## src/mhba_pkg.sv

```systemverilog
// Shared constants and types for the multichannel half-buffer averager.
// Used by multichannel_half_buffer_averager_core.
package mhba_pkg;

    localparam int SAMPLE_W            = 12;
    localparam int CHAN_W              = 3;
    localparam int IN_TDATA_W          = 16;
    localparam int OUT_TDATA_W         = 32;
    localparam int OUT_TUSER_W         = 1;
    localparam int DEF_NUM_CHANNELS    = 8;
    localparam int DEF_BUFFER_ROWS     = 20;

    // Where the incoming word sits in the buffer.
    typedef struct packed {
        logic in_half;     // row belongs to one of the two halves
        logic end_first;   // last row of the first half
        logic end_second;  // last row of the second half
    } t_row_flags;

endpackage

```

## src/mhba_recip_div.sv

```systemverilog
// Unsigned division by an elaboration-time constant, by multiplying with a
// rounded-up reciprocal and shifting. Depends on nothing outside this file.
module mhba_recip_div #(
    parameter int DIVISOR = 10,
    parameter int IN_W    = 16,
    parameter int OUT_W   = 12
) (
    input  logic [IN_W-1:0]  i_num,
    output logic [OUT_W-1:0] o_quot
);

    // With L = ceil(log2(DIVISOR)) and a reciprocal rounded up over
    // IN_W + L fraction bits, the quotient is exact for every IN_W-bit input.
    localparam int    L_BITS = (DIVISOR > 1) ? $clog2(DIVISOR) : 0;
    localparam int    SHIFT  = IN_W + L_BITS;
    localparam int    M_W    = IN_W + 2;
    localparam int    PROD_W = IN_W + M_W;
    localparam longint RECIP_L = ((64'd1 << SHIFT) + DIVISOR - 1) / DIVISOR;
    localparam logic [M_W-1:0] RECIP = M_W'(RECIP_L);

    logic [PROD_W-1:0] w_prod;
    logic [PROD_W-1:0] w_shifted;

    assign w_prod    = PROD_W'(i_num) * PROD_W'(RECIP);
    assign w_shifted = w_prod >> SHIFT;
    assign o_quot    = OUT_W'(w_shifted);

endmodule

```

## src/multichannel_half_buffer_averager_core.sv

```systemverilog
// Multichannel half-buffer averager: per-channel sums over each buffer half,
// reported as truncated means. Depends on mhba_pkg and mhba_recip_div.
// An accepted word that ends a half passes from the input register stage into
// the output register once it is free. Throughput: one word per cycle, set by
// the single accumulate/divide stage, while no report waits on the output.
// Reset (synchronous, active low) clears sums, first-half means and position.
module multichannel_half_buffer_averager_core #(
    parameter int NUM_CHANNELS = mhba_pkg::DEF_NUM_CHANNELS,
    parameter int BUFFER_ROWS  = mhba_pkg::DEF_BUFFER_ROWS
) (
    input  logic                             i_clk,
    input  logic                             i_rst_n,
    input  logic                             i_s_axis_tvalid,
    output logic                             o_s_axis_tready,
    // [11:0] sample, [15:12] zero
    input  logic [mhba_pkg::IN_TDATA_W-1:0]  i_s_axis_tdata,
    output logic                             o_m_axis_tvalid,
    input  logic                             i_m_axis_tready,
    // [2:0] channel, [14:3] half_mean, [26:15] full_mean, [31:27] zero
    output logic [mhba_pkg::OUT_TDATA_W-1:0] o_m_axis_tdata,
    // [0] second_half
    output logic [mhba_pkg::OUT_TUSER_W-1:0] o_m_axis_tuser
);

    localparam int SW       = mhba_pkg::SAMPLE_W;
    localparam int HALF     = BUFFER_ROWS / 2;
    localparam int SLOT_W   = (NUM_CHANNELS > 1) ? $clog2(NUM_CHANNELS) : 1;
    localparam int ROW_W    = $clog2(BUFFER_ROWS);
    localparam int SUM_W    = $clog2(4095 * HALF + 1);
    localparam logic [SLOT_W-1:0] LAST_SLOT  = SLOT_W'(NUM_CHANNELS - 1);
    localparam logic [ROW_W-1:0]  LAST_ROW   = ROW_W'(BUFFER_ROWS - 1);
    localparam logic [ROW_W-1:0]  END_FIRST  = ROW_W'(HALF - 1);
    localparam logic [ROW_W-1:0]  END_SECOND = ROW_W'(2 * HALF - 1);
    localparam int PAD_W = mhba_pkg::OUT_TDATA_W - mhba_pkg::CHAN_W - 2 * SW;

    // Buffer position of the next word.
    logic [SLOT_W-1:0] r_slot;
    logic [ROW_W-1:0]  r_row;

    // Input register stage.
    logic                 r_s1_valid;
    logic [SW-1:0]        r_s1_sample;
    logic [SLOT_W-1:0]    r_s1_slot;
    mhba_pkg::t_row_flags r_s1_flags;

    // Per-channel state.
    logic [SUM_W-1:0] r_sum   [NUM_CHANNELS];
    logic [SW-1:0]    r_first [NUM_CHANNELS];

    // Result register.
    logic                      r_out_valid;
    logic [mhba_pkg::CHAN_W-1:0] r_out_chan;
    logic [SW-1:0]             r_out_half;
    logic                      r_out_second;
    logic [SW-1:0]             r_out_full;

    logic                 w_accept;
    logic                 w_out_free;
    logic                 w_s1_report;
    logic                 w_s1_go;
    mhba_pkg::t_row_flags w_in_flags;
    logic [SUM_W-1:0]     w_new_sum;
    logic [SW-1:0]        w_mean;
    logic [SW:0]          w_pair;
    logic [SW-1:0]        w_full;

    assign w_out_free  = !r_out_valid || i_m_axis_tready;
    assign w_s1_report = r_s1_flags.end_first || r_s1_flags.end_second;
    assign w_s1_go     = r_s1_valid && (!w_s1_report || w_out_free);
    assign o_s_axis_tready = !r_s1_valid || w_s1_go;
    assign w_accept    = i_s_axis_tvalid && o_s_axis_tready;

    always_comb begin
        w_in_flags.in_half    = (r_row <= END_SECOND);
        w_in_flags.end_first  = (r_row == END_FIRST);
        w_in_flags.end_second = (r_row == END_SECOND);
    end

    always_ff @(posedge i_clk) begin
        if (!i_rst_n) begin
            r_slot     <= '0;
            r_row      <= '0;
            r_s1_valid <= 1'b0;
        end else begin
            if (w_accept) begin
                if (r_slot == LAST_SLOT) begin
                    r_slot <= '0;
                    r_row  <= (r_row == LAST_ROW) ? '0 : r_row + ROW_W'(1);
                end else begin
                    r_slot <= r_slot + SLOT_W'(1);
                end
                r_s1_valid <= 1'b1;
            end else if (w_s1_go) begin
                r_s1_valid <= 1'b0;
            end
        end
    end

    always_ff @(posedge i_clk) begin
        if (w_accept) begin
            r_s1_sample <= i_s_axis_tdata[SW-1:0];
            r_s1_slot   <= r_slot;
            r_s1_flags  <= w_in_flags;
        end
    end

    assign w_new_sum = r_sum[r_s1_slot] + SUM_W'(r_s1_sample);

    mhba_recip_div #(
        .DIVISOR (HALF),
        .IN_W    (SUM_W),
        .OUT_W   (SW)
    ) u_div (
        .i_num  (w_new_sum),
        .o_quot (w_mean)
    );

    assign w_pair = (SW + 1)'(r_first[r_s1_slot]) + (SW + 1)'(w_mean);
    assign w_full = w_pair[SW:1];

    always_ff @(posedge i_clk) begin
        if (!i_rst_n) begin
            for (int i = 0; i < NUM_CHANNELS; i++) begin
                r_sum[i]   <= '0;
                r_first[i] <= '0;
            end
        end else if (w_s1_go && r_s1_flags.in_half) begin
            // A channel's sum restarts once its half has been reported.
            r_sum[r_s1_slot] <= w_s1_report ? '0 : w_new_sum;
            if (r_s1_flags.end_first) begin
                r_first[r_s1_slot] <= w_mean;
            end
        end
    end

    always_ff @(posedge i_clk) begin
        if (!i_rst_n) begin
            r_out_valid <= 1'b0;
        end else if (w_s1_go && w_s1_report) begin
            r_out_valid <= 1'b1;
        end else if (i_m_axis_tready) begin
            r_out_valid <= 1'b0;
        end
    end

    always_ff @(posedge i_clk) begin
        if (w_s1_go && w_s1_report) begin
            r_out_chan   <= mhba_pkg::CHAN_W'(r_s1_slot);
            r_out_half   <= w_mean;
            r_out_second <= r_s1_flags.end_second;
            r_out_full   <= r_s1_flags.end_second ? w_full : '0;
        end
    end

    assign o_m_axis_tvalid = r_out_valid;
    assign o_m_axis_tdata  = {{PAD_W{1'b0}}, r_out_full, r_out_half, r_out_chan};
    assign o_m_axis_tuser  = r_out_second;

endmodule
```

## config.mk

```make
export PLATFORM = sky130hd
export DESIGN_NAME = multichannel_half_buffer_averager_core
export DESIGN_NICKNAME = d
export VERILOG_FILES = /design/src/mhba_pkg.sv /design/src/mhba_recip_div.sv /design/src/multichannel_half_buffer_averager_core.sv
export SDC_FILE = /design/constraint.sdc
export NUM_CORES = 1
export LEC_CHECK = 0
export ABC_AREA = 0
export BUFFER_PORTS_ARGS = -buffer_cell sky130_fd_sc_hd__buf_4
export CAP_MARGIN = 20
export CORE_MARGIN = 4
export CORE_UTILIZATION = 60
export CTS_CLUSTER_DIAMETER = 200
export DETAILED_ROUTE_END_ITERATION = 8
export PLACE_DENSITY = 0.78
export SLEW_MARGIN = 25
export SYNTH_ARGS = -nofsm -noshare
export SYNTH_HDL_FRONTEND = slang
export SYNTH_SLANG_ARGS = --single-unit
```

## constraint.sdc

```tcl
create_clock -name i_clk -period 11 [get_ports i_clk]
set_input_delay 1.65 -clock i_clk [delete_from_list [all_inputs] [get_ports i_clk]]
set_output_delay 1.65 -clock i_clk [all_outputs]
set_load 0.05 [all_outputs]
```

; Yosys cells after proc, flatten, opt, wreduce, memory -nomap -nowiden
; Memories as Yosys holds them, arrays and structs flattened. A register that Yosys moved wholly into a read port is not among the register bits.
; Index checks and enable logic that the tools add are counted.
[classes]
n_addsub = 4
multipliers = 1
n_div = 0
n_lt_le_gt_ge = 1
n_eq_ne = 3
shift = 0
n_mux = 23
bitwise_logic = 0
n_reduce_logical = 16
[op_table]
columns = op, n
row1 = 16-bit two-way mux, 2
row2 = 16-bit by 16-bit multiplier with 31-bit output (second input constant), 1
row3 = 16-bit by 12-bit adder with 16-bit output, 1
row4 = 16-bit OR reduction, 1
row5 = 3-bit two-way mux, 5
row6 = 1-bit two-way mux, 14
row7 = 12-bit by 12-bit adder with 13-bit output, 1
row8 = 12-bit two-way mux, 1
row9 = 12-bit OR reduction, 1
row10 = 5-bit by 1-bit adder with 5-bit output (second input constant), 1
row11 = 5-bit by 4-bit == test with 1-bit output (second input constant), 1
row12 = 5-bit == test (second input constant), 1
row13 = 5-bit <= comparator (second input constant), 1
row14 = 5-bit two-way mux, 1
row15 = 1-bit logical AND, 4
row16 = 1-bit logical OR, 4
row17 = 2-bit nonzero test, 2
row18 = 3-bit by 1-bit adder with 3-bit output (second input constant), 1
row19 = 3-bit == test (second input constant), 1
row20 = 1-bit zero test, 3
row21 = 2-bit AND reduction, 1
[totals]
regBits = 56
latchBits = 0
ram_bits = 224
rom_bits = 0
in_bits = 20
out_inout_bits = 35
elab_cells = 63
mem_count = 2
[mem_list]
columns = memory, words, width, rd, rd_clocked_by_memory_dff, wr, line_no
row1 = r_sum, 8, 16, 1, 1, 8, multichannel_half_buffer_averager_core.sv:47  ; logic [SUM_W-1:0] r_sum [NUM_CHANNELS];
row2 = r_first, 8, 12, 1, 1, 8, multichannel_half_buffer_averager_core.sv:48  ; logic [SW-1:0] r_first [NUM_CHANNELS];

; Logic depth before layout (Yosys ltp)
[logic_depth]
depth_word = 10
depth_mapped = 47
mapped_depth_nobuf = 42

; By module
; Synthesis repeated with hierarchy kept, for this count alone.
[unflattened]
cells_unflattened = 1476
hier_area_um2 = 17952.2
[modules_own_cells]
columns = mod, instances, cells_per_inst, area_each_um2, seq_area_each_um2
row1 = multichannel_half_buffer_averager_core, 1, 944, 13163.9, 8368.0
row2 = mhba_recip_div, 1, 532, 4788.3, 0.0

; Worst setup path after synthesis
; OpenSTA, ideal clock, no wires.
[synth_path]
kind = flip-flop to flip-flop
from = reg with a tool-made name
to = reg r_out_full[7] (data pin)
setup_time_ps = 257
arrival_time_ps = 9652
required_ps = 10743
path_slack_ps = 1091
stages_incl_launch_ff = 45
path_buffers = 5
synth_period_minus_slack_ps = 9909
cell_sequence = dfxtp_1 buf_6 buf_2 buf_2 mux4_2 mux2i_1 inv_1 ha_1 a21o_1 a21oi_1 o21ai_1 a21oi_1 o21a_1 o21ai_0 mux2_2 and2_1 clkbuf_1 ha_1 [9 not listed] ha_1 nand4_1 nor4_2 a32oi_2 a21oi_1 or2_2 clkbuf_1 inv_1 fa_1 a21o_1 a21oi_1 nor2b_1 nor2_1 o41ai_2 a31o_1 a21oi_1 xor2_1 nor2_1
[synth_lines]
columns = element, line_no
row1 = end signal: assignment, multichannel_half_buffer_averager_core.sv:151  ; r_out_full <= r_s1_flags.end_second ? w_full : '0;
row2 = end: declaration, multichannel_half_buffer_averager_core.sv:55  ; logic [SW-1:0] r_out_full;

==> results.toml <==
[synth]
netlist_top_cells_area = "sky130_fd_sc_hd__edfxtp_1 (46%), sky130_fd_sc_hd__ha_1 (11%), sky130_fd_sc_hd__fa_1 (8.8%)"
synth_async_sr_flop_share_pct = 0
syn_area_um2 = 17440
area_share_of_and_or_nand_nor_cells_after_synthesis_pct = 10.83
synthMuxAreaShare_pct = 9.278
synthXorXnorAreaFrac_pct = 2.476
synth_top_family_by_area = "adder cells"
synth_compound_gate_area_share_pct = 4.155
yosys_warnings = 0
synth.distinct_cells = 74
synth.avg_cell_area_um2 = 12.32
synth_edf_count = 270
yosys.area_share.adder_pct = 19.81
yosys_register_bits = 283
netlist.area_leader.share_pct = 46.50
synth-main-ff-cell = "sky130_fd_sc_hd__edfxtp_1"
post-synth-top-area-cell = "sky130_fd_sc_hd__edfxtp_1"
syn_inst = 1415
seq_area_frac_synth_pct = 47.99

[grt]
initial_antenna_violation_count = 0
grt_usage_pct = 25.42
first_global_vias = 11290
global_route.overflow_total = 0
grt_first_pass_wirelength_mm = 61.64
largest_net_degree_at_the_start_of_global_routing = 33

[placement]
place_congestion = 0.9255
buffer_ports.inserted = 45
dpl.hpwl_mm = 27.91

[setup_path]
rr_worst_depth = 40
crit_path_top_delay_cell = "sky130_fd_sc_hd__mux4_2"
path_common_cell = "sky130_fd_sc_hd__inv_1"
endpoint_kind = "register"
critical_path.max_fanout = 13
worst-endpoint-required_ns = 11.28
setup.worst_path.start_class = "register"
worst-path-buf-inv = 6
path_delay_family = "adder cells"
critical_path_type = "register to register"
reg2reg_setup_slack_ns = 0.52
worst_r2r_endpoint = "r_out_full[7]"
critical_path_data_arrival_time_ns = 10.75
critPathMaxStageDelay_ns = 0.57

[floorplan]
die_height_um = 178.5
floorplan.rows = 62
pin_count = 55
die-width_um = 178.5
fp.coreArea_um2 = 28700
dieArea_um2 = 31850
start_util_pct = 60.75

[cts]
cts_buffers = 29
insertion_delay_ns = 0.54
numClockSinks = 283
clk_pin_slew_worst_paths_ns = 0.06
cts_buffer_depth = 3
clock-root-buffer = "sky130_fd_sc_hd__clkbuf_16"
cts_tree = "built"
postCtsHoldBufs = 0
cts_htree_levels = 1

[drt]
top_layer_used_by_detailed_routing = "met4"
wire_per_inst_um = 21.04
met3_wirelength_mm = 2.646
drt_pass1_iterations = 8
initialDrtViolationCount = 835
postRouteAntennaNets = 0
viasPerCell = 5.934
met2_wirelength_mm = 19.44
routed_wirelength_mm = 39.12
vias = 11030
route.detailed.drc = 0
detail_route.wirelength.met1_mm = 15.34

[timing]
maxClockFrequency_mhz = 95.44
hold_violations = 0
finalMaxSlewViolations = 0
hold_slack_ns = 0.4774
worst_slew_pin_slew_ns = 0.9845
fin_crit_sh_pct = 95.25
fin_crit_ns = 10.48
fin_skew_ns = 0.007931
final-setup-viol-count = 0
slew_headroom_pct = 34.21

[hold_path]
worstHoldStart = "r_slot[1]"
hold_path.class = "register to register"
worstHoldPathCells = 2

[final_layout]
area_growth_pct = 9.285
drive_gt1_share_pct = 15.32
design.final.nets = 1710
diodes = 0

[run_status]
result_of_the_run = "finished clean"

[flow_run]
cap_violations = 0
[how the worst max path moves through the flow]
stage,start,to,cells after the start
after floorplan,register,r_out_full[7],44
after global placement,register,r_out_full[7],42
after detailed placement,register,r_out_full[7],37
after CTS,register,r_out_full[7],37
after global routing,register,r_out_full[7],40
final,register,r_out_full[7],40
[sequential cells by signal (all words and copies together), names as in the netlist, named ones only]
name             count
r_slot               3
r_sum              128
r_s1_valid           1
r_s1_flags           3
r_out_chan           3
r_s1_sample         12
o_m_axis_tuser       1
r_s1_slot            3
r_row                5
r_out_half          12
r_first             96
o_m_axis_tvalid      1
r_out_full          12
[worst register-to-register path, delay by kind of cell, from the launching register on]
kind / cells / cell delay [ns]
buf+inv: 6 / 0.45
fa+ha+maj: 9 / 3.80
mux: 3 / 1.18
xor+xnor: 1 / 0.20
compound gates: 14 / 2.91
simple gates: 7 / 1.16
flops: 1 / 0.51
[per-stage QoR]
| step | instance area, µm² | setup TNS, ns | instances | setup slack (ns) | utilization (%) |
|---|---|---|---|---|---|
| floorplan | 17450 | 0 | 1419 | 1.091 | - |
| global placement | 18180 | 0 | 1813 | 0.6685 | 63.34 |
| detailed placement | 18180 | 0 | 1813 | 0.5326 | 63.34 |
| CTS | 19010 | 0 | 1858 | 0.4490 | 66.22 |
| global route | 19060 | -0.006009 | 1859 | -0.006009 | 66.39 |
| finish | 19060 | 0 | 1859 | 0.5226 | 66.39 |
[layout by cell type, fill, tap and decap left out, drive strengths merged, types with 3 or more instances in the layout]
cell       n
edfxtp   270
nor2     228
inv      181
ha       152
fa        77
buf       69
nand2     68
mux4      56
nor3      40
clkbuf    36
a21oi     31
xnor2     27
mux2      24
o21ai     23
nand3     19
nor2b     18
xor2      18
dfxtp     13
a21o      12
a31oi     12
nand4      9
clkinv     8
and2       8
a21boi     7
mux2i      7
conb       5
o211ai     5
or2        5
and3       4
or3        4
nor4       4
o21a       3
nand2b     3
and3b      3
o2111ai    3
a211oi     3
[cells in the mapped netlist, types with 3 or more instances]
| cell | count |
|---|---|
| sky130_fd_sc_hd__a211oi_1 | 3 |
| sky130_fd_sc_hd__a21boi_0 | 5 |
| sky130_fd_sc_hd__a21o_1 | 12 |
| sky130_fd_sc_hd__a21oi_1 | 30 |
| sky130_fd_sc_hd__a31oi_1 | 11 |
| sky130_fd_sc_hd__and2_1 | 6 |
| sky130_fd_sc_hd__and3_1 | 4 |
| sky130_fd_sc_hd__and3b_1 | 3 |
| sky130_fd_sc_hd__buf_1 | 4 |
| sky130_fd_sc_hd__buf_2 | 7 |
| sky130_fd_sc_hd__buf_4 | 5 |
| sky130_fd_sc_hd__buf_6 | 3 |
| sky130_fd_sc_hd__clkbuf_1 | 38 |
| sky130_fd_sc_hd__dfxtp_1 | 13 |
| sky130_fd_sc_hd__edfxtp_1 | 270 |
| sky130_fd_sc_hd__fa_1 | 77 |
| sky130_fd_sc_hd__ha_1 | 152 |
| sky130_fd_sc_hd__inv_1 | 176 |
| sky130_fd_sc_hd__inv_2 | 3 |
| sky130_fd_sc_hd__mux2_2 | 24 |
| sky130_fd_sc_hd__mux2i_1 | 5 |
| sky130_fd_sc_hd__mux4_2 | 56 |
| sky130_fd_sc_hd__nand2_1 | 67 |
| sky130_fd_sc_hd__nand2b_1 | 3 |
| sky130_fd_sc_hd__nand3_1 | 19 |
| sky130_fd_sc_hd__nand4_1 | 9 |
| sky130_fd_sc_hd__nor2_1 | 227 |
| sky130_fd_sc_hd__nor2b_1 | 18 |
| sky130_fd_sc_hd__nor3_1 | 33 |
| sky130_fd_sc_hd__nor3_2 | 7 |
| sky130_fd_sc_hd__nor4_1 | 3 |
| sky130_fd_sc_hd__o2111ai_1 | 3 |
| sky130_fd_sc_hd__o211ai_1 | 4 |
| sky130_fd_sc_hd__o21a_1 | 3 |
| sky130_fd_sc_hd__o21ai_0 | 13 |
| sky130_fd_sc_hd__o21ai_1 | 9 |
| sky130_fd_sc_hd__or2_2 | 5 |
| sky130_fd_sc_hd__or3_1 | 3 |
| sky130_fd_sc_hd__xnor2_1 | 25 |
| sky130_fd_sc_hd__xor2_1 | 15 |
| sky130_fd_sc_hd__xor2_2 | 3 |
[per-layer routing]
metal	vias to the layer above	GRT usage, %
met5	-	0
met4	0	9.466
met3	102	3.582
met2	476	43.57
met1	5421	33.25
li1	5033	-
[cell families after synthesis]
family,Yosys count
flops,283
mux,87
simple gates,420
xor+xnor,45
compound gates,110
buf+inv,239
fa+ha+maj,230
other cells,1
[final cells by class]
cell class | count | area [µm²]
Fill cell | 2115 | 9647
Clock buffer | 36 | 752.0
Tap cell | 384 | 480.5
Clock inverter | 9 | 75.07
Multi-Input combinational cell | 897 | 8174
Inverter | 181 | 679.4
Timing Repair Buffer | 69 | 521.8
Sequential cell | 283 | 8373
[what timing repair did]
action / in CTS / in global routing
gates resized for setup: 0 / 8
setup buffers: 0 / 1
endpoints found under the setup margin: 0 / 6
Power is not shown: default switching activity piles up to over one toggle a cycle in this logic, so the estimate is an artifact.
